`src/bkls_pkg.sv`:
```
package bkls_pkg;

  // width of the boundary_count register
  localparam int BcWidth = 9;
  localparam int CfgDataWidth = 32;
  localparam int FoundWidth = 33;
  localparam int StatusWidth = 3;

  // configuration register indexes
  localparam logic CFG_BOUNDARY_COUNT = 1'b0;
  localparam logic CFG_INDEX_OFFSET   = 1'b1;

  // command field codes
  localparam logic CMD_ADD    = 1'b0;
  localparam logic CMD_SEARCH = 1'b1;

  // result status codes
  localparam logic [StatusWidth-1:0] ST_OK         = 3'd0;
  localparam logic [StatusWidth-1:0] ST_TABLE_FULL = 3'd1;
  localparam logic [StatusWidth-1:0] ST_STORE_FULL = 3'd2;
  localparam logic [StatusWidth-1:0] ST_INCOMPLETE = 3'd3;
  localparam logic [StatusWidth-1:0] ST_TOO_LONG   = 3'd4;

  typedef enum logic [2:0] {
    S_IDLE,
    S_PROBE,
    S_KEY,
    S_FETCH,
    S_CMP
  } bkls_state_e;

  // controller to datapath
  typedef struct packed {
    logic take;         // input word accepted this cycle
    logic load_key;     // latch start and length of probed key
    logic next_byte;    // advance compare position
    logic update_len;   // narrow range on length compare
    logic update_byte;  // narrow range on byte compare
    logic finish;       // search done, emit index
  } bkls_cmd_t;

  // datapath to controller
  typedef struct packed {
    logic search_go;
    logic lo_lt_hi;
    logic bytes_left;
    logic byte_diff;
  } bkls_stat_t;

endpackage

```
`src/bkls_ctrl.sv`:
```
module bkls_ctrl (
  input  logic              clk_i,
  input  logic              rst_ni,
  input  logic              start_i,
  input  bkls_pkg::bkls_stat_t stat_i,
  output bkls_pkg::bkls_cmd_t  cmd_o,
  output logic              busy_o
);

  import bkls_pkg::*;

  bkls_state_e state_q, state_d;

  always_ff @(posedge clk_i or negedge rst_ni) begin
    if (!rst_ni) begin
      state_q <= S_IDLE;
    end else begin
      state_q <= state_d;
    end
  end

  always_comb begin
    state_d = state_q;
    cmd_o   = '0;
    busy_o  = 1'b1;
    case (state_q)
      S_IDLE: begin
        busy_o = 1'b0;
        if (start_i) begin
          cmd_o.take = 1'b1;
          if (stat_i.search_go) begin
            state_d = S_PROBE;
          end
        end
      end
      S_PROBE: begin
        // key table read at midpoint is in flight when range still open
        if (stat_i.lo_lt_hi) begin
          state_d = S_KEY;
        end else begin
          cmd_o.finish = 1'b1;
          state_d      = S_IDLE;
        end
      end
      S_KEY: begin
        cmd_o.load_key = 1'b1;
        state_d        = S_FETCH;
      end
      S_FETCH: begin
        if (stat_i.bytes_left) begin
          state_d = S_CMP;
        end else begin
          cmd_o.update_len = 1'b1;
          state_d          = S_PROBE;
        end
      end
      S_CMP: begin
        if (stat_i.byte_diff) begin
          cmd_o.update_byte = 1'b1;
          state_d           = S_PROBE;
        end else begin
          cmd_o.next_byte = 1'b1;
          state_d         = S_FETCH;
        end
      end
      default: begin
        state_d = S_IDLE;
      end
    endcase
  end

endmodule

```
`config.mk`:
```
export PLATFORM = sky130hd
export DESIGN_NAME = bkls_ctrl
export DESIGN_NICKNAME = d
export VERILOG_FILES = /design/src/bkls_pkg.sv /design/src/bkls_ctrl.sv
export SDC_FILE = /design/constraint.sdc
export NUM_CORES = 1
export LEC_CHECK = 0
export BUFFER_PORTS_ARGS = -buffer_cell sky130_fd_sc_hd__buf_2
export CAP_MARGIN = 20
export CORE_AREA = 2 2 39 41
export DETAILED_ROUTE_END_ITERATION = 10
export DIE_AREA = 0 0 41 43
export PLACE_DENSITY = 0.35
export SYNTH_ARGS = -nofsm -noshare
export SYNTH_HDL_FRONTEND = slang
export SYNTH_SLANG_ARGS = --single-unit
```
`constraint.sdc`:
```
create_clock -name clk_i -period 1.25 [get_ports clk_i]
set_input_delay 0.25 -clock clk_i [delete_from_list [all_inputs] [get_ports clk_i]]
set_output_delay 0.25 -clock clk_i [all_outputs]
set_load 0.01 [all_outputs]
```
==> impl_results.md <==
- Asr flop ratio synth: 1.000
- Final Skew: 0.002503 ns
- Worst-path cell chain: or3_4, nor2_2, buf_2
- Die X: ~40 µm
- Largest register FFs: 3
- Startpoint types: flop
- Crit-path leading delay family: simple AND/OR/NAND/NOR gates
- Layout area overhead: 96.03%
- Remaining antenna violation count after routing: 0
- Max-Cap Viols: 0
- Clk Latency, worst-skew pair: between 0.2 and 0.25 ns
- Max-slew violation count: 0
- Cell area power density: just over 2000 mW/mm²
- Drt first pass iters: 2
- Worst reg2reg path depth: 3
- Synth unique cells: 15
- #FFs+latches synth: 3
- RSZ-0062 raised after global routing: true
- Htree depth: 1
- Routed WL per cell: about 9.1 µm
- VDD IR max: between 0.3 and 0.4 mV
- Routability cong.: approximately 0.6
- Part of the Yosys area used for sequential elements: 0.3974
- Global route overflow: 0
- CTS clk-pin slew, worst paths: about 0.040 ns
- I/O pin count: 14
- Type of destination of the critical path: output port
- Setup violators final: 7
- Largest net degree at the start of global routing: 8
- Minimum clock period: around 1.5 ns
- EDFF count, synth: 0
- Top FF cell, synth: dfrtp_1
- F_max: ~670 MHz
- Die Height: 43 µm
- YS warnings: 0
- Count of input and output buffers: 13
- Commonest cells post-synth: dfrtp_1, nor2_1
- Max clock buf depth: 2
- Placed cells: between 50 and 60
- Failing checks: negative setup slack
- Crit Path Category: flop to output port
- FF-to-FF setup slack: about 0.080 ns
- Remaining DRCs: 0
- Critical Path Max Stage Delay: about 0.41 ns
- Synthesized cell area: around 190 µm²
- Core area: approximately 0.0014 mm²
- Total GRT Usage: 0.07661
- Share of cells above drive strength 1: 0.6829
- Post-synthesis net count: 25
- Hold path depth: 2
- Worst-margin pin slew: approximately 0.25 ns
- Synth Instances: 18
- Status: finished, violations left
- Antenna violations before repair: 0
- ANT cells: 0
- Worst hold start: stat_i[2]
- Filler cells: between 150 and 200
- Synth area leader: dfrtp_1
- Top-count cell post-synth: dfrtp_1
- Overall power: approximately 0.75 mW
- Yosys top cell area share: 0.3974
- Routed vias: between 200 and 250
- Buf/Inv on CP: 1
- Largest register by flop count: state_q
- Row count: 14
- Non-filler cells in the finished layout: 57
- R2r endpoint: state_q[1]
- Post-Syn Area per Cell: between 10 and 15 µm²
- Endpoints failing hold: 0
- Die footprint: between 0.0015 and 0.002 mm²
- Total CTS buffers: 3
- Most area-consuming cells after synthesis: dfrtp_1, nor4b_2, nor3b_2
- Period utilization: 1.200
- Worst r2r src: state_q[2]
- Hold Path Sink: state_q[1]
- Routed WL: between 500 and 600 µm
- Vias in the first global route: 210
- WP data required: 1.00 ns
- TritonCTS clock tree: yes
- Slew HR: 0.8324
- Iteration-0 DRC Markers: 3
- Critical path arrival: roughly 1.3 ns
- Crit path max fanout: 5
- Final WS setup: -0.2498 ns
- Slowest cell on the critical path: dfrtp_1
- Leak: ~0.18 nW
- NumNets Final: 49
- Worst min-delay path class: input port to flop
- Clock root buffer: clkbuf_4
- DR vias/cell: 4.123
- Largest regs: state_q: 3 flops
- Initial cell density of the core: 0.1365
- First-pass GRT wire length: 807 µm
- Clock sink total: 3
logic make-up (layout without fill, tap and decap cells):
| logic type | after synthesis | after routing | share of synthesized area |
|---|---|---|---|
| simple gates | 11 | 11 | 0.4570 |
| compound gates | 3 | 3 | 0.1258 |
| flops | 3 | 3 | 0.3973 |
| buf+inv | 1 | 24 | 0.01985 |
worst max-delay path by stage:
| stage | endpoint | from | cells past startpoint | slack (ns) |
|---|---|---|---|---|
| after floorplan | cmd_o[5] | state_q[2] | 2 | 0.03 |
| after global placement | cmd_o[5] | state_q[1] | 3 | 0.002 |
| after detailed placement | cmd_o[5] | state_q[1] | 3 | -0.008 |
| after CTS | cmd_o[5] | state_q[2] | 3 | -0.26 |
| after global routing | cmd_o[5] | state_q[2] | 3 | -0.31 |
| final | cmd_o[5] | state_q[2] | 3 | -0.25 |
cell type report:
cell class / instances / area [µm²] / share of cell area
clock buffer: 4 / 26.28 / 0.07095
inverter: 1 / 3.754 / 0.01014
multi-input combinational: 14 / 122.6 / 0.3311
sequential: 3 / 77.57 / 0.2095
tap: 16 / 20.02 / 0.05405
timing repair buffer: 19 / 120.1 / 0.3243
metrics by stage:
stage | cell area (µm²) | setup TNS [ns] | util | setup WS, ns | hold WS, ns
after floorplan | 196.4 | 0 | - | 0.02726 | -0.04559
after global placement | 311.5 | 0 | 0.2251 | 0.002218 | 0.04777
after detailed placement | 311.5 | -0.009585 | 0.2251 | -0.008101 | 0.04987
after CTS | 370.4 | -1.383 | 0.2676 | -0.2645 | 0.2819
after global routing | 370.4 | -1.709 | 0.2676 | -0.3108 | 0.3030
final | 370.4 | -1.282 | 0.2676 | -0.2498 | 0.2886
cell usage in the layout (no fill, tap or decap), drive strengths merged:
cell type / n
clkbuf: 4
inv: 1
buf: 18
dlygate4sd3: 1
or3: 1
nor4bb: 1
nor2b: 1
nor4b: 2
nand2b: 1
nor3b: 2
dfrtp: 3
a311o: 1
a21oi: 1
nor2: 2
o32ai: 1
and2: 1
where the power goes:
group / switching, mW / internal (mW) / total, mW / leakage, nW
Sequential: 0.0607 / 0.137 / 0.198 / 0.0365
Combinational: 0.145 / 0.233 / 0.378 / 0.126
Clock: 0.0567 / 0.120 / 0.177 / 0.0150
layer usage:
metal / track usage / part of all wire / wire, µm
met1: 0.06189 / 0.33 / 170
met2: 0.1031 / 0.53 / 274
met3: 0.06283 / 0.10 / 54
met4: 0.08000 / 0.037 / 19
met5: 0 / 0 / 0
timing repair:
item                                   in CTS  in global routing
endpoints found under the hold margin       3                  0
gates cloned                                0                  0
hold buffers                                1                  0
resized for setup                           5                  0
pin swaps                                   3                  1
setup buffers                               1                  0
setup endpoints to repair                   7                  7
No activity file was read; power rests on OpenSTA's default activity.
